$ cat src/rtl/lfir_pkg.sv
// Shared types and constants for the linear convolution FIR block.
package lfir_pkg;

  // Fixed field widths.
  localparam int COEF_BITS      = 16;
  localparam int TAPS_BITS      = 3;
  localparam int CFG_IDX_BITS   = 3;
  localparam int OUT_BITS       = 34;
  localparam int OUT_TDATA_BITS = 40;

  // Register index of the tap count; indexes below it select coefficients.
  localparam logic [CFG_IDX_BITS-1:0] CFG_TAP_COUNT = 3'd7;

  // Running sum handed from one cell to the next.
  typedef struct packed {
    logic                       last;
    logic signed [OUT_BITS-1:0] acc;
  } lfir_sum_t;

  // Input sequencer state: streaming samples or flushing the tail.
  typedef enum logic {
    FEED_STREAM,
    FEED_FLUSH
  } lfir_feed_state_t;

endpackage

$ cat src/rtl/lfir_cell.sv
// One tap cell: multiplies its coefficient by its window sample and adds to the running sum.
module lfir_cell
  import lfir_pkg::*;
#(
  parameter int SAMPLE_BITS = 16,
  parameter int MAX_TAPS    = 7,
  parameter int TAP         = 0
) (
  input  logic                          clk,
  input  logic                          rst,
  input  logic signed [COEF_BITS-1:0]   coef,
  input  logic                          active,
  input  logic                          in_valid,
  output logic                          in_ready,
  input  logic signed [SAMPLE_BITS-1:0] in_win [MAX_TAPS],
  input  lfir_sum_t                     in_sum,
  output logic                          out_valid,
  input  logic                          out_ready,
  output logic signed [SAMPLE_BITS-1:0] out_win [MAX_TAPS],
  output lfir_sum_t                     out_sum
);

  localparam int PROD_BITS = COEF_BITS + SAMPLE_BITS;

  logic signed [PROD_BITS-1:0] prod;
  logic signed [OUT_BITS-1:0]  term;

  // The stage takes a new word when it is empty or its word moves on.
  assign in_ready = !out_valid || out_ready;

  always_comb begin
    prod = coef * in_win[TAP];
    term = active ? OUT_BITS'(prod) : '0;
  end

  always_ff @(posedge clk) begin
    if (rst) begin
      out_valid <= 1'b0;
    end else if (in_ready) begin
      out_valid <= in_valid;
    end
  end

  always_ff @(posedge clk) begin
    if (in_ready && in_valid) begin
      out_win      <= in_win;
      out_sum.acc  <= in_sum.acc + term;
      out_sum.last <= in_sum.last;
    end
  end

endmodule

$ cat config.mk
export PLATFORM = sky130hd
export DESIGN_NAME = lfir_cell
export DESIGN_NICKNAME = d
export VERILOG_FILES = /design/src/rtl/lfir_pkg.sv /design/src/rtl/lfir_cell.sv
export SDC_FILE = /design/constraint.sdc
export NUM_CORES = 1
export LEC_CHECK = 0
export BUFFER_PORTS_ARGS = -buffer_cell sky130_fd_sc_hd__buf_2
export CORE_UTILIZATION = 50
export CTS_CLUSTER_SIZE = 28
export DETAILED_ROUTE_END_ITERATION = 8
export PLACE_DENSITY = 0.7
export SYNTH_ARGS = -nofsm -noshare
export SYNTH_HDL_FRONTEND = slang
export SYNTH_SLANG_ARGS = --single-unit
export TNS_END_PERCENT = 20
$ cat constraint.sdc
create_clock -name clk -period 14.3 [get_ports clk]
set_input_delay 0 -clock clk [delete_from_list [all_inputs] [get_ports clk]]
set_output_delay 0 -clock clk [all_outputs]
set_load 0.05 [all_outputs]
==> results of run 1 <==
==> worst max-delay path: cells and delay by family <==
kind	cells	cell delay, ns
AOI/OAI and AO/OA	11	2.25
xor gates and xnor gates	1	0.07
adders and majority gates	8	3.60
buffers and inverters	6	0.98
and+or+nand+nor	7	1.22
==> cells in the mapped netlist, types with 2 or more instances <==
master and instances:
clkbuf_1 47, nor2b_1 12, o22ai_1 2, xor2_1 18, nand4b_1 2, o31ai_1 3, nor2_1 35, a21o_1 21
o21a_1 11, and3_1 5, a41oi_1 2, nor3_1 13, o31a_1 2, or3_1 6, o211a_1 3, nand3_1 11
a211o_1 2, o21ai_1 4, o21ai_0 21, ha_1 115, nand2b_1 14, xnor2_1 40, fa_1 263, nand2_1 162
a21oi_2 2, nor3_2 3, a21oi_1 42, a31o_2 2, a211oi_1 7, nor4bb_1 3, inv_1 306, o211ai_1 9
a21boi_0 4, a31oi_1 7, and2_1 134, nand4_1 4, edfxtp_1 147
==> through the flow <==
stage / instances / util
after global routing: 2331 / 0.626
after floorplan: 1513 / -
after CTS: 2331 / 0.626
after detailed placement: 2186 / 0.572
final: 2332 / 0.626
after global placement: 2186 / 0.572
==> logic make-up (layout without fill, tap and decap cells) <==
kind of cell,after synthesis,after routing,share of synthesized area
other,0,1,0
AOI/OAI and AO/OA,162,162,0.0694
buffers and inverters,353,769,0.0817
xor gates and xnor gates,58,58,0.0313
and+or+nand+nor,414,414,0.131
DFF,148,148,0.273
adders and majority gates,378,378,0.413
==> layout make-up <==
cell class	count	area [µm²]	area share
multi-input combinational	1012	10500	0.527
clock inverter	15	161	0.00813
timing repair buffer	431	2730	0.137
sequential	148	4430	0.223
inverter	306	1150	0.0578
clock buffer	17	425	0.0214
antenna	1	2.50	0.000126
tap	402	503	0.0253
==> how the worst min path moves through the flow <==
stage	endpoint	slack [ns]	cells past startpoint
global route	out_win[104]	0.02	1
global placement	out_valid	0.15	2
floorplan	out_valid	0.07	1
CTS	out_win[104]	0.008	1
finish	out_win[104]	0.03	1
detailed placement	out_valid	0.16	2
==> metal layers <==
layer,global-route usage,share of wire,vias to the layer above
li1,-,-,5602
met1,0.295,0.39,6162
met2,0.462,0.54,388
met3,0.0373,0.048,52
met4,0.0807,0.022,0
met5,0,0,-
==> flip-flops by register name, summed over array words and instances, names as in the netlist <==
register	count
out_win	112
out_sum	35
out_valid	1
==> what timing repair did <==
item                                   CTS  global route
endpoints found under the hold margin  112             0
resized for setup                        0             0
hold buffers                           113             0
buffers inserted                         0             0
==> out/metrics.cfg, run 1 <==
[clock_tree]
numCtsBuffers = 17
ctsHtreeMaxLevel = 4
cts_tree = done
clkSinkCount = 148
clk_pin_slew_ns = 0.07
cts_buffer_depth = 2
worstSkewPairLatency_ns = 0.45
cts_root_buf = clkbuf_16

[critical_path]
cp_slowest_stage_delay_ns = 0.55
rr_worst_depth = 3
worst-setup-path-type = input pin to register
cpMaxStageDelayCell = fa_1
worstSetupEndpoint = out_sum[32]
cp-startpoint = in_win[100]
r2r_setup_slack_ns = 11.64
crit_path_start_kind = input pin
worstPathMaxFanout = 17
required_ns = 14.50
endpoint_kind = register
critPathArrivalTime_ns = 8.11
timing.rr.start = out_valid
critPathMostFrequentCell = fa_1
regToRegEndpoint = out_sum[19]

[detailed_routing]
drc = 0
ant_nets = 0
routed_via_density = 5.23
post_drt_wl_per_cell_um = 16.9
wl_um = 39300
firstDrtPassIters = 4
vias = 12200
first_iter_violations = 554

[placed_design]
hpwlAfterDp_um = 29600
port_buffers = 316
postPlaceCellArea_um2 = 18100
place_ws_ns = 6.47
gp_congestion = 0.907

[logic_synthesis]
yosysTopAreaCell = fa_1
ys_ff_latch = 148
synth.top_cell.area_share = 0.325
synth_seq_area_share = 0.273
netlist_area_um2 = 16200
synthTopCellsByArea = fa_1 (32%), edfxtp_1 (27%), ha_1 (8.9%)
postSynthCellCount = 1513
synth-edff-count = 147
synth_nets = 2059
yosysUniqueCellTypes = 66
synth_top_flop_cell = edfxtp_1
syn_avg_cell_area_um2 = 10.7
ys_async_sr_fraction = 0
yosys_warnings = 0

[run]
max_cap_viol_count = 0

[min_path]
worstHoldStart = in_win[104]
hold_path.class = input pin to register

[floorplanning]
die_x_um = 182
core_um2 = 31700
ios = 317
rows = 65
die_h_um = 182
die-area_um2 = 33200
initial_core_util = 0.511

[layout]
layout.nets = 2462
syn2layout_area_growth_pct = 22.5
layout_common_cells = buf_2 (316), inv_1 (306), fa_1 (263)
nFillCells = 2584
drive_gt1_frac = 0.192
finalInstanceArea_um2 = 19900
layout_commonest_cell = buf_2

[sta]
slew_headroom = 0.249
rsz0062_at_grt = no
fin_hold_ws_ns = 0.0333
tightest_slew_ns = 1.13
tns_ns = 0
layout_setup_ws_ns = 6.39
finalHoldViolations = 0
fin_skew_ns = 0.0153
post-route-period-util = 0.553
setup_viol = 0
fmax_mhz = 126
fin_crit_ns = 7.91
final_max_slew_viol_count = 0

[global_route]
grt_pass1_wl_um = 63800
overflow = 0
grt_pass1_vias = 12800
grt_usage = 0.249
grt_max_degree = 78
antenna_found_initial = 0

[outcome]
status = finished, final reports clean

Power of run 1 is left out: the tool's default activity adds up to more than one toggle a clock period on the data nets, which glitch-free logic cannot reach.
==> run 2: changes to the inputs <==
--- a/config.mk
+++ b/config.mk
@@ -9,7 +9,7 @@
 export CORE_UTILIZATION = 50
 export CTS_CLUSTER_SIZE = 28
 export DETAILED_ROUTE_END_ITERATION = 8
-export PLACE_DENSITY = 0.7
+export PLACE_DENSITY = 0.73
 export SYNTH_ARGS = -nofsm -noshare
 export SYNTH_HDL_FRONTEND = slang
 export SYNTH_SLANG_ARGS = --single-unit
==> constraint.sdc (replaced) <==
create_clock -name clk -period 6.5 [get_ports clk]
set_input_delay 0 -clock clk [delete_from_list [all_inputs] [get_ports clk]]
set_output_delay 0 -clock clk [all_outputs]
set_load 0.05 [all_outputs]
==> run 2 against run 1 <==
  * The run now ends with negative setup slack left
  * Cell area grew 11%
  * First-iteration DRC count increased by 38%
  * Global-route usage up 2.2 points
  * Clock-buffer cell count unchanged
  * Worst hold slack got worse by 0.021 ns
  * Utilization increased by 7.0 points
  * Clock skew increased by 0.013 ns
  * Via count up 9.6%
  * Cell count is 10% higher
  * Worst setup slack worse by 6.7 ns
  * Critical path depth fell by 3
==> out/metrics.cfg, run 2 (same netlist as run 1, synthesis figures left out) <==
[outcome]
status = finished with violations
violations = negative setup slack

[layout]
regArea_um2 = 4430  ; unchanged
finalNonFillerCells = 2567  ; +10%
top_regs = out_win: 112 flops, out_sum: 35 flops, out_valid: 1 flops
layout_common_cells = inv_1 (302), buf_2 (297), fa_1 (255)
largest_reg_flops = 112  ; unchanged
final_util = 0.696  ; +0.0701
layout_commonest_cell = inv_1
nFillCells = 2276  ; -12%
syn2layout_area_growth_pct = 36.2
drive_gt1_frac = 0.309  ; +0.117
largest_register = out_win
layout.nets = 2696  ; +9.5%
multi_input_area_um2 = 10800  ; +3.2%

[placed_design]
hpwlAfterDp_um = 32600  ; +10%
port_buffers = 316  ; unchanged
gp_congestion = 0.877  ; -3.3%
place_inst = 2405  ; +10%

[detailed_routing]
post_drt_wl_per_cell_um = 17.4  ; +3.4%
drc = 0  ; unchanged
first_iter_violations = 763  ; +38%
ant_nets = 0  ; unchanged
routed_via_density = 5.21  ; -0.47%
wl_um = 44800  ; +14%
vias = 13400  ; +9.6%
firstDrtPassIters = 4  ; unchanged

[global_route]
overflow = 0  ; unchanged
antenna_found_initial = 1  ; +1
grt_max_degree = 82  ; +5.1%
grt_pass1_vias = 14200  ; +11%
grt_pass1_wl_um = 69600  ; +9.1%
grt_usage = 0.271  ; +0.0217

[sta]
finalHoldViolations = 0  ; unchanged
post-route-period-util = 1.05
layout_setup_ws_ns = -0.352  ; -6.74 ns
tightest_slew_ns = 1.12  ; -0.00926 ns
fmax_mhz = 146
slew_headroom = 0.256  ; +0.00617
fin_skew_ns = 0.0284  ; +0.0131 ns
rsz0062_at_grt = yes
final_max_slew_viol_count = 0  ; unchanged
tns_ns = -1.87  ; -1.87 ns
fin_crit_ns = 6.85
setup_viol = 9  ; +9

[critical_path]
worstPathMaxFanout = 9  ; -8
critPathArrivalTime_ns = 7.06  ; -1.05 ns
endpoint_kind = register
worst-setup-path-type = input pin to register
worst-path-buf-inv = 4  ; -2
required_ns = 6.71  ; -7.79 ns
critPathMostFrequentCell = fa_1
cp_slowest_stage_delay_ns = 0.59  ; +0.04 ns
crit_path_start_kind = input pin
critPathTopFamily = adder cells
cpMaxStageDelayCell = fa_1
r2r_setup_slack_ns = 3.87  ; -7.77 ns

[run]
max_cap_viol_count = 0  ; unchanged

[clock_tree]
clk_pin_slew_ns = 0.09  ; +0.02 ns
cts_root_buf = clkbuf_16
cts_tree = done
numCtsBuffers = 17  ; unchanged
cts_buffer_depth = 2  ; unchanged
clkSinkCount = 148  ; unchanged
worstSkewPairLatency_ns = 0.47  ; +0.02 ns
ctsHtreeMaxLevel = 4  ; unchanged

[floorplanning]
die_h_um = 182  ; unchanged
rows = 65  ; unchanged
die-area_um2 = 33200  ; unchanged
initial_core_util = 0.511  ; unchanged
die_x_um = 182  ; unchanged
core_um2 = 31700  ; unchanged
ios = 317  ; unchanged

[min_path]
hold_path.class = input pin to register

run 2: changes by cell type in the layout (fill, tap and decap cells not counted), sizes merged:
cell,before,now
buf,318,549
clkinvlp,2,1
inv,313,314
clkbuf,17,20
diode,1,2
run 2: cell type report:
cell class	count	share of cell area
Antenna cell	2	0.000227
Clock buffer	17	0.0193
Clock inverter	15	0.00844
Inverter	306	0.0520
Multi-Input combinational cell	1012	0.489
Sequential cell	148	0.201
Tap cell	402	0.0228
Timing Repair Buffer	665	0.208
run 2: per-layer routing:
layer / vias up / global-route usage / part of all wire
met5: - / 0 / 0
met4: 0 / 0.0978 / 0.032
met3: 103 / 0.0485 / 0.060
met2: 504 / 0.505 / 0.55
met1: 6685 / 0.308 / 0.36
li1: 6079 / - / -
run 2: metrics by stage:
stage,area [µm²],hold slack [ns],worst slack (ns)
after global placement,19900,0.155,-0.764
after detailed placement,19900,0.161,-0.973
final,22100,0.0118,-0.352
after floorplan,16300,0.0691,-0.475
after global routing,22100,0.0176,-0.628
after CTS,21900,0.00298,-0.368
run 2: worst paths after layout:
check | start | to | cells after the start
worst min-delay path | in_win[105] | out_win[105] | 2
worst max register to register | out_valid | out_win[94] | 3
worst min register to register | out_valid | out_valid | 3
worst max-delay path | in_win[100] | out_sum[32] | 30
run 2: what timing repair did:
action | CTS | global route
pin swaps | 36 | 28
endpoints found under the setup margin | 11 | 16
hold buffers | 113 | 0
resized for setup | 58 | 41
endpoints found under the hold margin | 112 | 0
buffers inserted | 9 | 6
gates cloned | 0 | 0
run 2: worst reg2reg max path, delay by kind of cell, from the launching register on:
kind,cells,cell delay (ns)
buffers and inverters,1,0.82
DFF,1,0.32
and+or+nand+nor,2,1.06
Power of run 2 is left out for the same reason.
==> run 3: changes to the inputs <==
--- a/config.mk
+++ b/config.mk
@@ -7,9 +7,10 @@
 export LEC_CHECK = 0
 export BUFFER_PORTS_ARGS = -buffer_cell sky130_fd_sc_hd__buf_2
 export CORE_UTILIZATION = 50
-export CTS_CLUSTER_SIZE = 28
+export CTS_CLUSTER_SIZE = 8
 export DETAILED_ROUTE_END_ITERATION = 8
 export PLACE_DENSITY = 0.73
+export SETUP_SLACK_MARGIN = 0.15
 export SYNTH_ARGS = -nofsm -noshare
 export SYNTH_HDL_FRONTEND = slang
 export SYNTH_SLANG_ARGS = --single-unit
==> run 3 against run 2 <==
  * The flow still finishes with violations (negative setup slack)
  * First-iteration DRC count is 0.66% higher
  * Flip-flop and latch count stayed put
  * Utilization hardly changed
  * Cell area hardly changed
  * Routed wire length is 1.8% lower
  * Worst setup slack better by 0.046 ns
  * Highest routed layer unchanged
==> out/metrics.cfg, run 3 (same netlist as run 1, synthesis figures left out) <==
[outcome]
status = finished with violations
violations = negative setup slack

[sta]
post-route-period-util = 1.05  ; -0.00700
fmax_mhz = 147  ; +0.67%
fin_skew_ns = 0.0244  ; -0.00398 ns
layout_setup_ws_ns = -0.306  ; +0.0455 ns
rsz0062_at_grt = yes
fin_crit_ns = 6.81  ; -0.0455 ns
slew_headroom = 0.253  ; -0.00275
tightest_slew_ns = 1.12  ; +0.00412 ns
finalHoldViolations = 0  ; unchanged
setup_viol = 10  ; +1
final_max_slew_viol_count = 0  ; unchanged

[detailed_routing]
first_iter_violations = 768  ; +0.66%
ant_nets = 0  ; unchanged
post_drt_wl_per_cell_um = 17.1  ; -1.8%
vias = 13300  ; -0.56%
drc = 0  ; unchanged
routed_via_density = 5.18  ; -0.52%
firstDrtPassIters = 5  ; +1
wl_um = 44000  ; -1.8%

[global_route]
grt.met3_usage = 0.0451  ; -0.00339
grt_pass1_vias = 14200  ; +0.056%
top_usage_layer = met2
grt_max_degree = 82  ; unchanged
antenna_found_initial = 1  ; unchanged
grt_usage = 0.273  ; +0.00194
overflow = 0  ; unchanged
use_met2 = 0.508  ; +0.00245
grt_pass1_wl_um = 70000  ; +0.65%
met1_usage = 0.313  ; +0.00560

[layout]
largest_reg_flops = 112  ; unchanged
layout.nets = 2695  ; -0.037%
largest_register = out_win
nFillCells = 2265  ; -0.48%
final_util = 0.697  ; about the same
syn2layout_area_growth_pct = 36.2  ; about the same
multi_input_area_um2 = 10800  ; +0.13%
regArea_um2 = 4430  ; unchanged
drive_gt1_frac = 0.309  ; about the same
layout_commonest_cell = inv_1
top_regs = out_win: 112 flops, out_sum: 35 flops, out_valid: 1 flops
layout_common_cells = inv_1 (302), buf_2 (297), fa_1 (256)

[floorplanning]
die_h_um = 182  ; unchanged
ios = 317  ; unchanged
die_x_um = 182  ; unchanged
initial_core_util = 0.511  ; unchanged
die-area_um2 = 33200  ; unchanged
rows = 65  ; unchanged
core_um2 = 31700  ; unchanged

[critical_path]
critPathArrivalTime_ns = 7.01  ; -0.05 ns
critPathMostFrequentCell = fa_1
cp_slowest_stage_delay_ns = 0.53  ; -0.06 ns
worst-setup-path-type = input pin to register
cpMaxStageDelayCell = fa_1
required_ns = 6.70  ; about the same
worstPathMaxFanout = 9  ; unchanged
endpoint_kind = register
crit_path_start_kind = input pin

[placed_design]
hpwlAfterDp_um = 32600  ; unchanged
port_buffers = 316  ; unchanged
place_ws_ns = -0.973  ; unchanged
gp_congestion = 0.877  ; unchanged

[clock_tree]
clk_pin_slew_ns = 0.09  ; about the same
cts_tree = done
ctsHtreeMaxLevel = 4  ; unchanged
cts_buffer_depth = 2  ; unchanged
worstSkewPairLatency_ns = 0.46  ; about the same
numCtsBuffers = 17  ; unchanged
cts_root_buf = clkbuf_16
clkSinkCount = 148  ; unchanged

[run]
max_cap_viol_count = 0  ; unchanged

[min_path]
hold_path.class = input pin to register

-- run 3: path summary, 6_finish.rpt --
check	depth (start not counted)	end	slack [ns]	start
setup / recovery	31	out_sum[32]	-0.31	in_win[100]
hold / removal	2	out_win[105]	0.005	in_win[105]
setup reg to reg	3	out_win[83]	3.88	out_valid
hold reg to reg	3	out_valid	1.15	out_valid
-- run 3: what timing repair did --
| item | CTS | global route |
|---|---|---|
| resized for setup | 61 | 40 |
| hold buffers | 113 | 0 |
| pin swaps | 39 | 29 |
| setup endpoints to repair | 13 | 18 |
| endpoints found under the hold margin | 112 | 0 |
| setup buffers | 9 | 5 |
-- run 3: layout make-up --
class / instances / area share
Sequential cell: 148 / 0.201
Timing Repair Buffer: 664 / 0.208
Inverter: 306 / 0.0520
Tap cell: 402 / 0.0228
Clock buffer: 17 / 0.0193
Clock inverter: 15 / 0.00844
Antenna cell: 2 / 0.000227
Multi-Input combinational cell: 1012 / 0.489
-- run 3: routing by layer --
layer / vias up / share of wire
li1: 6070 / -
met2: 498 / 0.55
met4: 0 / 0.031
met3: 94 / 0.059
met1: 6634 / 0.36
met5: - / 0
-- run 3: metrics by stage --
step	cell area, µm²	setup TNS (ns)	hold WS, ns	instances
2_1_floorplan	16300	-2.01	0.0691	1513
3_3_place_gp	19900	-7.32	0.155	2405
3_5_place_dp	19900	-9.34	0.161	2405
4_1_cts	21900	-1.37	0.00298	2559
5_1_grt	22100	-5.14	0.0192	2566
6_report	22100	-1.63	0.00541	2566
-- run 3: critical path, delay by kind of cell --
| family | cells | cell delay (ns) |
|---|---|---|
| buffers and inverters | 5 | 0.30 |
| adder cells (fa/ha/maj) | 8 | 3.55 |
| XOR/XNOR | 2 | 0.20 |
| AO/OA/AOI/OAI | 9 | 1.61 |
| AND/OR/NAND/NOR | 7 | 1.34 |
Power of run 3 is left out for the same reason.
