## config.mk

```make
export PLATFORM = sky130hd
export DESIGN_NAME = lfir_feed
export DESIGN_NICKNAME = d
export VERILOG_FILES = /design/src/rtl/lfir_pkg.sv /design/src/rtl/lfir_feed.sv
export SDC_FILE = /design/constraint.sdc
export NUM_CORES = 1
export LEC_CHECK = 0
export ABC_CLOCK_PERIOD_IN_PS = 8650
export BUFFER_PORTS_ARGS = -buffer_cell sky130_fd_sc_hd__buf_2
export CAP_MARGIN = 20
export CORE_MARGIN = 5
export CORE_UTILIZATION = 45
export CTS_CLUSTER_DIAMETER = 50
export DETAILED_ROUTE_END_ITERATION = 10
export PLACE_DENSITY = 0.85
export SYNTH_ARGS = -nofsm -noshare
export SYNTH_HDL_FRONTEND = slang
export SYNTH_SLANG_ARGS = --single-unit
```

## constraint.sdc

```tcl
create_clock -name clk -period 8.65 [get_ports clk]
set_input_delay 0.4325 -clock clk [delete_from_list [all_inputs] [get_ports clk]]
set_output_delay 0.4325 -clock clk [all_outputs]
set_load 0.01 [all_outputs]
```

## src/rtl/lfir_pkg.sv

```systemverilog
// Shared types and constants for the linear convolution FIR block.
package lfir_pkg;

  // Fixed field widths.
  localparam int COEF_BITS      = 16;
  localparam int TAPS_BITS      = 3;
  localparam int CFG_IDX_BITS   = 3;
  localparam int OUT_BITS       = 34;
  localparam int OUT_TDATA_BITS = 40;

  // Register index of the tap count; indexes below it select coefficients.
  localparam logic [CFG_IDX_BITS-1:0] CFG_TAP_COUNT = 3'd7;

  // Running sum handed from one cell to the next.
  typedef struct packed {
    logic                       last;
    logic signed [OUT_BITS-1:0] acc;
  } lfir_sum_t;

  // Input sequencer state: streaming samples or flushing the tail.
  typedef enum logic {
    FEED_STREAM,
    FEED_FLUSH
  } lfir_feed_state_t;

endpackage

```

## src/rtl/lfir_feed.sv

```systemverilog
// Input sequencer: keeps the delay line, builds each sample window and flushes the tail.
module lfir_feed
  import lfir_pkg::*;
#(
  parameter int SAMPLE_BITS = 16,
  parameter int MAX_TAPS    = 7
) (
  input  logic                          clk,
  input  logic                          rst,
  input  logic [TAPS_BITS-1:0]          taps,
  input  logic                          s_valid,
  output logic                          s_ready,
  input  logic signed [SAMPLE_BITS-1:0] sample,
  input  logic                          final_in,
  output logic                          launch_valid,
  input  logic                          launch_ready,
  output logic signed [SAMPLE_BITS-1:0] launch_win [MAX_TAPS],
  output logic                          launch_last
);

  lfir_feed_state_t            state, state_next;
  logic [TAPS_BITS-1:0]        remain, remain_next;
  logic signed [SAMPLE_BITS-1:0] head;
  logic                        fire;
  logic                        do_shift;
  logic                        do_clear;

  // During the flush the window is fed zeros in place of a new sample.
  assign head         = (state == FEED_FLUSH) ? '0 : sample;
  assign launch_valid = (state == FEED_FLUSH) || s_valid;
  assign s_ready      = (state == FEED_STREAM) && launch_ready;
  assign fire         = launch_valid && launch_ready;

  always_comb begin
    state_next  = state;
    remain_next = remain;
    launch_last = 1'b0;
    do_shift    = 1'b0;
    do_clear    = 1'b0;
    unique case (state)
      FEED_STREAM: begin
        if (fire) begin
          if (final_in && (taps > 3'd1)) begin
            state_next  = FEED_FLUSH;
            remain_next = taps - 3'd1;
            do_shift    = 1'b1;
          end else if (final_in) begin
            launch_last = 1'b1;
            do_clear    = 1'b1;
          end else begin
            do_shift = 1'b1;
          end
        end
      end
      FEED_FLUSH: begin
        if (fire) begin
          if (remain == 3'd1) begin
            launch_last = 1'b1;
            do_clear    = 1'b1;
            state_next  = FEED_STREAM;
          end else begin
            remain_next = remain - 3'd1;
            do_shift    = 1'b1;
          end
        end
      end
      default: begin
        state_next = FEED_STREAM;
      end
    endcase
  end

  always_ff @(posedge clk) begin
    if (rst) begin
      state  <= FEED_STREAM;
      remain <= '0;
    end else begin
      state  <= state_next;
      remain <= remain_next;
    end
  end

  assign launch_win[0] = head;

  generate
    if (MAX_TAPS > 1) begin : g_dline
      logic signed [SAMPLE_BITS-1:0] dline [MAX_TAPS-1];

      for (genvar k = 1; k < MAX_TAPS; k++) begin : g_win
        assign launch_win[k] = dline[k-1];
      end

      // Newest sample first; the whole line is cleared after a sequence ends.
      always_ff @(posedge clk) begin
        if (rst || do_clear) begin
          for (int k = 0; k < MAX_TAPS - 1; k++) begin
            dline[k] <= '0;
          end
        end else if (do_shift) begin
          dline[0] <= head;
          for (int k = 1; k < MAX_TAPS - 1; k++) begin
            dline[k] <= dline[k-1];
          end
        end
      end
    end
  endgenerate

endmodule

```

==> results of run 1 <==
[sequential cells by signal (all words and copies together) (netlist names)]
signal,flops
remain,3
state,1
g_dline.dline,96
[worst max-delay path: stages, from the launching register on]
cell and delay (ns):
dfxtp_1 0.88, or2_2 0.25, nand3_2 0.12, nor3_4 0.21
buf_8 0.23, buf_4 0.40, and2_1 0.20
[final timing paths]
kind / startpoint / endpoint / slack, ns / cells past startpoint
setup / recovery: state / g_dline.dline[0][88] / 6.19 / 6
hold / removal: rst / remain[2] / 0.37 / 2
hold reg to reg: remain[1] / remain[1] / 0.48 / 2
setup reg to reg: state / g_dline.dline[0][88] / 6.19 / 6
[synth_stat cells (2+ instances only)]
| cell | count |
|---|---|
| a21oi_1 | 5 |
| and2_1 | 96 |
| buf_6 | 5 |
| clkbuf_1 | 6 |
| dfxtp_1 | 4 |
| edfxtp_1 | 96 |
| ha_1 | 4 |
| inv_1 | 6 |
| nand2b_1 | 3 |
| nand3_1 | 2 |
| nor2_1 | 4 |
| nor2b_1 | 17 |
| nor3_1 | 3 |
| o21ai_0 | 5 |
[routing by layer]
layer,up-vias,wire (um),share of wire
met3,2,765,0.10
met1,1158,3100,0.42
met5,-,0,0
met4,0,25,0.0034
li1,1210,-,-
met2,105,3470,0.47
[kinds of logic (layout without fill, tap and decap cells)]
kind of cell    Yosys count  in the layout  share of synthesized area
compound gates           14             14                     0.0220
fa+ha+maj                 4              4                     0.0124
simple gates            130            130                      0.201
flops                   100            100                      0.733
xor+xnor                  1              1                    0.00217
buf+inv                  19            164                     0.0272
mux                       1              1                    0.00248
[per-stage QoR]
step | util | setup WS [ns]
after global placement | 0.551 | 5.79
final | 0.578 | 6.19
after global routing | 0.578 | 5.94
after floorplan | - | 5.36
after detailed placement | 0.551 | 5.66
after CTS | 0.573 | 5.64
[report_power, final]
part,leakage (nW),internal (mW),switching (mW),total [mW]
sequential,1.06,0.563,0.0141,0.577
combinational,1.09,0.0411,0.0599,0.101
clock,0.0939,0.135,0.151,0.286
total,2.25,0.740,0.225,0.965
[area by class of cell]
type	instances	area, um2
fillers	696	3680
flip-flops and latches	100	2960
multi-input cells	150	978
repair buffers	142	748
well taps	108	135
clock buffers	11	131
clock inverters	5	60.1
inverters	6	22.5
==> results_dict.tcl, run 1 <==
set metrics [dict create \
    instances_no_fill 522 \
    synth_edf_count 96 \
    postSynthCellCount 269 \
    fin_crit_ns 2.46 \
    cts-hold-fix-buffers 0 \
    critPathLaunchType "flop" \
    cts_setup_buffers 0 \
    grt_pass1_wl_mm 11.9 \
    worstSetupPathType "reg -> reg" \
    status "completed" \
    layout-drive-gt1-share 0.389 \
    met2_usage 0.215 \
    grt_pass1_vias 2475 \
    yosysSeqAreaShare 0.733 \
    cts_resized 0 \
    use_met3 0.0666 \
    die_area_mm2 0.0110 \
    maxSlewViolCount 0 \
    end_kind "flop" \
    period_share 0.284 \
    cts_max_level 3 \
    finalPower_uw 965 \
    maxCapViolCount 0 \
    grt.busiest_layer "met2" \
    wire_per_inst_um 14.1 \
    use_met1 0.161 \
    cts.sinks 100 \
    cts_buffer_depth 2 \
    synthesis.area_mm2 0.00404 \
    placedCellCount 504 \
    die-height_um 105 \
    crit_path_max_fanout 56 \
    ys.flop_type "edfxtp_1" \
    relSlewSlack 0.430 \
    peakVddDrop_mv 0.0793 \
    yosysUniqueCellTypes 27 \
    insertedDiodeCount 0 \
    clk_pin_slew_worst_paths_ns 0.09 \
    syn_nets 297 \
    min_path_type "in -> reg" \
    rows 34 \
    synth-seq-cells 100 \
    synth_area_leaders "edfxtp_1, and2_1, nor2b_1" \
    drc_errors 0 \
    gp_congestion 0.710 \
    synth_top_area_frac 0.713 \
    setup_viol 0 \
    synth_top_area_cell "edfxtp_1" \
    grt_max_degree 97 \
    holdWs_ns 0.368 \
    final_common_cell "buf_2" \
    layout_common_cells "buf_2, and2_1, edfxtp_1" \
    antenna_found_initial 0 \
    post_dp_cell_area_mm2 0.00480 \
    cp.required_ns 8.86 \
    via_per_inst 4.74 \
    layout.nets 437 \
    insertion_delay_ns 0.34 \
    ios 139 \
    hold_violations 0 \
    async_flop_share 0 \
    final_area_mm2 0.00504 \
    io_buffers 138 \
    start_util 0.464 \
    leakage_nw 2.25 \
    final.setup.tns_ns 0 \
    dr.pass1.iters 4 \
    synth_area_per_cell_um2 15.0 \
    rsz0062_at_grt "false" \
    ant_nets 0 \
    fmax_mhz 407 \
    yosys_warnings 0 \
    die_x_um 105 \
    first_iter_violations 91 \
    cp.arrival_ns 2.67 \
    vias 2475 \
    grt_usage 0.134 \
    skew_ns 0.0108 \
    area_delta_synth_final_pct 24.6 \
    cts_made_buffers 9 \
    cts_tree "done" \
    worstMarginPinSlew_ns 0.854 \
    power.density_mw_per_mm2 191 \
    cts-root-buf "clkbuf_8" \
    hpwl_mm 5.25 \
    core_mm2 0.00872 \
    drt-total-wl_mm 7.36 \
    grt_overflow 0 \
]
(Power assumes the default switching activity.)
==> run 2, diff against run 1 <==
--- a/config.mk
+++ b/config.mk
@@ -5,14 +5,14 @@
 export SDC_FILE = /design/constraint.sdc
 export NUM_CORES = 1
 export LEC_CHECK = 0
-export ABC_CLOCK_PERIOD_IN_PS = 8650
+export ABC_CLOCK_PERIOD_IN_PS = 2200
 export BUFFER_PORTS_ARGS = -buffer_cell sky130_fd_sc_hd__buf_2
 export CAP_MARGIN = 20
 export CORE_MARGIN = 5
 export CORE_UTILIZATION = 45
 export CTS_CLUSTER_DIAMETER = 50
 export DETAILED_ROUTE_END_ITERATION = 10
-export PLACE_DENSITY = 0.85
+export PLACE_DENSITY = 0.88
 export SYNTH_ARGS = -nofsm -noshare
 export SYNTH_HDL_FRONTEND = slang
 export SYNTH_SLANG_ARGS = --single-unit
==> constraint.sdc (replaced) <==
create_clock -name clk -period 2.2 [get_ports clk]
set_input_delay 0.11 -clock clk [delete_from_list [all_inputs] [get_ports clk]]
set_output_delay 0.11 -clock clk [all_outputs]
set_load 0.01 [all_outputs]
==> run 2 against run 1 <==
Compared with the run above:
- non-clock buffer count rose by 1
- combinational power rose to 4.0 times the previous value
- clock power grew to 4.3 times the previous value
- critical path depth fell by 3
- utilization up 0.34 points
- flip-flop and latch count unchanged
- sequential power grew to 3.9 times the previous value
- power rose to 4.0 times the previous value
- largest power group unchanged
==> results_dict.tcl, run 2 (synthesis gave the netlist of run 1 again) <==
set metrics [dict create \
    status "completed" \
    final_common_cell "buf_2" \
    cts_tree "done" \
    vias 2457 \
    critPathLaunchType "flop" \
    ant_nets 0 \
    rsz0062_at_grt "false" \
    fin_crit_ns 1.72 \
    place_ws_ns 0.496 \
    rows 34 \
    largest_register_ff_count 96 \
    maxSlewViolCount 0 \
    area_delta_synth_final_pct 25.3 \
    crit_path_max_fanout 96 \
    via_per_inst 4.70 \
    cts_max_level 3 \
    grt_pass1_wl_mm 12.2 \
    clk_pin_slew_worst_paths_ns 0.10 \
    grt_overflow 0 \
    die-height_um 105 \
    cp.required_ns 2.20 \
    top_register "g_dline.dline" \
    layout-drive-gt1-share 0.393 \
    gp_congestion 0.750 \
    post_dp_cell_area_mm2 0.00484 \
    finalPower_mw 3.89 \
    grt_pass1_vias 2482 \
    power.density_mw_per_mm2 768 \
    antenna_found_initial 0 \
    start_util 0.464 \
    grt_usage 0.137 \
    layout_common_cells "buf_2, and2_1, edfxtp_1" \
    cp.arrival_ns 1.72 \
    period_share 0.783 \
    dr.pass1.iters 4 \
    cts.sinks 100 \
    finalWorstSetupSlack_ns 0.477 \
    cts_buffer_depth 2 \
    relSlewSlack 0.638 \
    r2r_start "state" \
    core_mm2 0.00872 \
    grt_max_degree 97 \
    io_buffers 138 \
    drt-total-wl_mm 7.52 \
    final_util 0.581 \
    worstSetupPathType "reg -> reg" \
    cts-root-buf "clkbuf_8" \
    setup_viol 0 \
    insertion_delay_ns 0.36 \
    placedCellCount 506 \
    drc_errors 0 \
    crit_path_start "state" \
    min_path_type "in -> reg" \
    top_regs "g_dline.dline: 96 flops, remain: 3 flops, state: 1 flops" \
    die_area_mm2 0.0110 \
    peakVddDrop_mv 0.275 \
    hpwl_mm 5.35 \
    ios 139 \
    final_area_mm2 0.00507 \
    min_from "sample[2]" \
    final.setup.tns_ns 0 \
    layout.nets 438 \
    fillers 702 \
    wire_per_inst_um 14.4 \
    fmax_mhz 580 \
    skew_ns 0.0155 \
    end_kind "flop" \
    die_x_um 105 \
    first_iter_violations 87 \
    leakage_nw 2.26 \
    cts_made_buffers 9 \
    insertedDiodeCount 0 \
    instances_no_fill 523 \
    maxCapViolCount 0 \
    hold_violations 0 \
    worstMarginPinSlew_ns 0.537 \
    holdWs_ns 0.177 \
    cts_resized 0 \
    r2r_slack_ns 0.48 \
]
## run 2: cell types whose count changed in the layout (fill, tap and decap cells not counted)
cell,previous run,this run
inv_8,0,3
buf_12,0,2
clkbuf_1,2,0
buf_16,1,0
buf_8,1,0
clkinv_2,1,0
clkinv_4,1,2
clkinvlp_4,1,0
dlygate4sd3_1,0,1
## run 2: path summary, 6_finish.rpt
kind                               end  depth (start not counted)
setup / recovery  g_dline.dline[0][12]                          3
hold / removal     g_dline.dline[0][2]                          3
setup reg to reg  g_dline.dline[0][12]                          3
hold reg to reg              remain[1]                          2
## run 2: worst max-delay path: stages, from the launching register on
cell and delay (ns):
dfxtp_1 0.49, o21ai_0 0.27, nand2b_4 0.15, buf_12 0.39
## run 2: what timing repair did
action	4_1_cts	5_1_grt
hold endpoints to repair	2	0
endpoints found under the setup margin	0	0
hold buffers	1	0
buffers inserted	0	0
## run 2: area by class of cell
class	count	area, um2	share of cell area
clock buffers	9	124	0.0244
clock inverters	7	90.1	0.0178
inverters	6	22.5	0.00444
multi-input cells	150	978	0.193
flip-flops and latches	100	2960	0.585
well taps	108	135	0.0267
repair buffers	143	756	0.149
## run 2: per-layer routing
| layer | GRT usage | up-vias | routed length, um |
|---|---|---|---|
| met5 | 0 | - | 0 |
| met4 | 0.0493 | 0 | 108 |
| met3 | 0.0450 | 10 | 750 |
| met2 | 0.215 | 119 | 3510 |
| met1 | 0.178 | 1121 | 3140 |
| li1 | - | 1207 | - |
## run 2: power by group
part	internal [mW]	switching, mW
clock network	0.558	0.669
registers	2.21	0.0527
logic	0.162	0.238
==> run 3, diff against run 2 <==
--- a/config.mk
+++ b/config.mk
@@ -5,14 +5,15 @@
 export SDC_FILE = /design/constraint.sdc
 export NUM_CORES = 1
 export LEC_CHECK = 0
-export ABC_CLOCK_PERIOD_IN_PS = 2200
+export ABC_AREA = 1
+export ABC_CLOCK_PERIOD_IN_PS = 1800
 export BUFFER_PORTS_ARGS = -buffer_cell sky130_fd_sc_hd__buf_2
 export CAP_MARGIN = 20
 export CORE_MARGIN = 5
 export CORE_UTILIZATION = 45
 export CTS_CLUSTER_DIAMETER = 50
 export DETAILED_ROUTE_END_ITERATION = 10
-export PLACE_DENSITY = 0.88
+export PLACE_DENSITY = 0.84
 export SYNTH_ARGS = -nofsm -noshare
 export SYNTH_HDL_FRONTEND = slang
 export SYNTH_SLANG_ARGS = --single-unit
==> constraint.sdc (replaced) <==
create_clock -name clk -period 1.8 [get_ports clk]
set_input_delay 0.09 -clock clk [delete_from_list [all_inputs] [get_ports clk]]
set_output_delay 0.09 -clock clk [all_outputs]
set_load 0.01 [all_outputs]
==> run 3 against run 2 <==
Compared with the run above:
- synthesized cell count rose by 41%
- via count is 14% higher
- global-route usage is 0.88 points higher
- power increased by 22%
- clock skew down 0.0063 ns
- fmax is 4.2% higher
- largest power group unchanged
==> results_dict.tcl, run 3 <==
set metrics [dict create \
    top_register "g_dline.dline" \
    min_from "final_in" \
    cts_tree "done" \
    via_per_inst 4.40 \
    slowest_delay_ns 0.36 \
    drt-total-wl_mm 8.18 \
    grt_max_degree 97 \
    cp_slowest_cell "dfxtp_1" \
    status "completed" \
    place_ws_ns 0.0668 \
    grt_pass1_vias 2722 \
    rsz0062_at_grt "false" \
    crit_chain "inv_1 > ha_1 > nand2_1 > nor2_2 > nor2_4 > nand3_4 > buf_12 > nor2_1" \
    insertedDiodeCount 0 \
    whs_path_depth 3 \
    ios 139 \
    vias 2809 \
    worstMarginPinSlew_ns 0.501 \
    maxSlewViolCount 0 \
    die_area_mm2 0.0113 \
    cts_made_buffers 9 \
    syn_nets 407 \
    ant_nets 0 \
    peakVddDrop_mv 0.390 \
    clk_pin_slew_worst_paths_ns 0.11 \
    synth-seq-cells 100 \
    holdPathEnd "state" \
    min_path_type "in -> reg" \
    final.setup.tns_ns 0 \
    synth_top_area_cell "edfxtp_1" \
    antenna_found_initial 0 \
    cts-root-buf "clkbuf_8" \
    maxCapViolCount 0 \
    rows 35 \
    die-height_um 106 \
    crit_path_max_fanout 33 \
    synth_area_per_cell_um2 11.0 \
    layout_common_cells "buf_2, inv_1, edfxtp_1" \
    r2r_slack_ns 0.15 \
    yosys_warnings 0 \
    yosys-top-cells-count "inv_1, edfxtp_1, nor2_1, nand2_1, nor2_2" \
    relSlewSlack 0.666 \
    hold_violations 0 \
    finalWorstSetupSlack_ns 0.147 \
    setup_viol 0 \
    dr.pass1.iters 4 \
    drc_errors 0 \
    path_buf_inv 2 \
    yosysMostFrequentCell "inv_1" \
    synth_area_leaders "edfxtp_1, inv_1, nor2_1" \
    reg2reg_to "g_dline.dline[0][10]" \
    power.density_mw_per_mm2 906 \
    area_delta_synth_final_pct 25.2 \
    end_kind "flop" \
    io_buffers 138 \
    critPathLaunchType "flop" \
    core_mm2 0.00915 \
    gp_congestion 0.747 \
    hpwl_mm 5.96 \
    synthesis.area_mm2 0.00418 \
    holdWs_ns 0.0576 \
    first_iter_violations 176 \
    cp.arrival_ns 1.86 \
    grt_overflow 0 \
    postSynthCellCount 379 \
    fin_crit_ns 1.65 \
    die_x_um 106 \
    yosysSeqAreaShare 0.709 \
    layout-drive-gt1-share 0.353 \
    top_regs "g_dline.dline: 96 flops, remain: 3 flops, state: 1 flops" \
    period_share 0.918 \
    skew_ns 0.00918 \
    fmax_mhz 605 \
    worstSetupPathType "reg -> reg" \
    async_flop_share 0 \
    cts_buffer_depth 2 \
    layout.nets 550 \
    start_util 0.456 \
    cp_top_family "simple AND/OR/NAND/NOR gates" \
    r2r_start "remain[1]" \
    synth_top_area_frac 0.690 \
    largest_register_ff_count 96 \
    leakage_nw 2.55 \
    ys.flop_type "edfxtp_1" \
    cts_max_level 3 \
    cts.sinks 100 \
    yosysUniqueCellTypes 18 \
    grt_usage 0.145 \
    grt_pass1_wl_mm 12.9 \
    synth_edf_count 96 \
    ff2ff_path_depth 8 \
    cp.required_ns 2.01 \
    final_common_cell "buf_2" \
    wire_per_inst_um 12.8 \
    insertion_delay_ns 0.36 \
]
## run 3: cell families after synthesis
family | Yosys count | share of synthesized area
simple gates | 149 | 0.152
compound gates | 7 | 0.00869
fa+ha+maj | 4 | 0.0120
flops | 100 | 0.709
buf+inv | 119 | 0.117
## run 3: layout make-up
type                            instances  area [um2]
Sequential cell                       100        2960
Inverter                              107         402
Fill cell                             740        3920
Tap cell                              111         139
Clock inverter                          7        76.3
Clock buffer                            9         124
Timing Repair Buffer                  144         786
Multi-Input combinational cell        160         741
## run 3: worst min-delay path, cell delays in order
cell     delay [ns]
buf_2          0.12
nand3_1        0.10
a21oi_1        0.07
## run 3: worst max path at each step
stage                     startpoint                   end  slack (ns)  cells past startpoint
after floorplan                state   g_dline.dline[0][0]        0.03                      3
after global placement     remain[0]  g_dline.dline[0][10]        0.16                      7
after detailed placement   remain[0]  g_dline.dline[0][10]        0.07                      7
after CTS                  remain[0]  g_dline.dline[0][20]        0.07                      7
after global routing       remain[1]  g_dline.dline[0][10]        0.05                      8
final                      remain[1]  g_dline.dline[0][10]        0.15                      8
## run 3: routing by layer
layer  part of all wire  GRT usage  vias to the layer above
li1                   -          -                     1433
met1               0.43      0.186                     1246
met2               0.47      0.237                      122
met3              0.093     0.0474                        8
met4             0.0072     0.0416                        0
met5                  0          0                        -
## run 3: repair_timing
action,in CTS,in global routing
resized for setup,0,1
hold buffers,0,0
buffers inserted,0,1
setup endpoints to repair,0,58
hold endpoints to repair,0,0
## run 3: through the flow
stage	util	area, um2	power (mW)	std cells
global placement	0.548	5020	3.38	621
floorplan	-	4180	3.13	379
finish	0.571	5230	4.74	638
detailed placement	0.548	5020	3.40	621
CTS	0.570	5220	4.78	637
global route	0.571	5230	4.96	638
## run 3: power breakdown
group	leakage [nW]	switching, mW	internal [mW]	total, mW
combinational	1.38	0.350	0.203	0.553
sequential	1.06	0.0755	2.71	2.79
clock	0.103	0.847	0.553	1.40
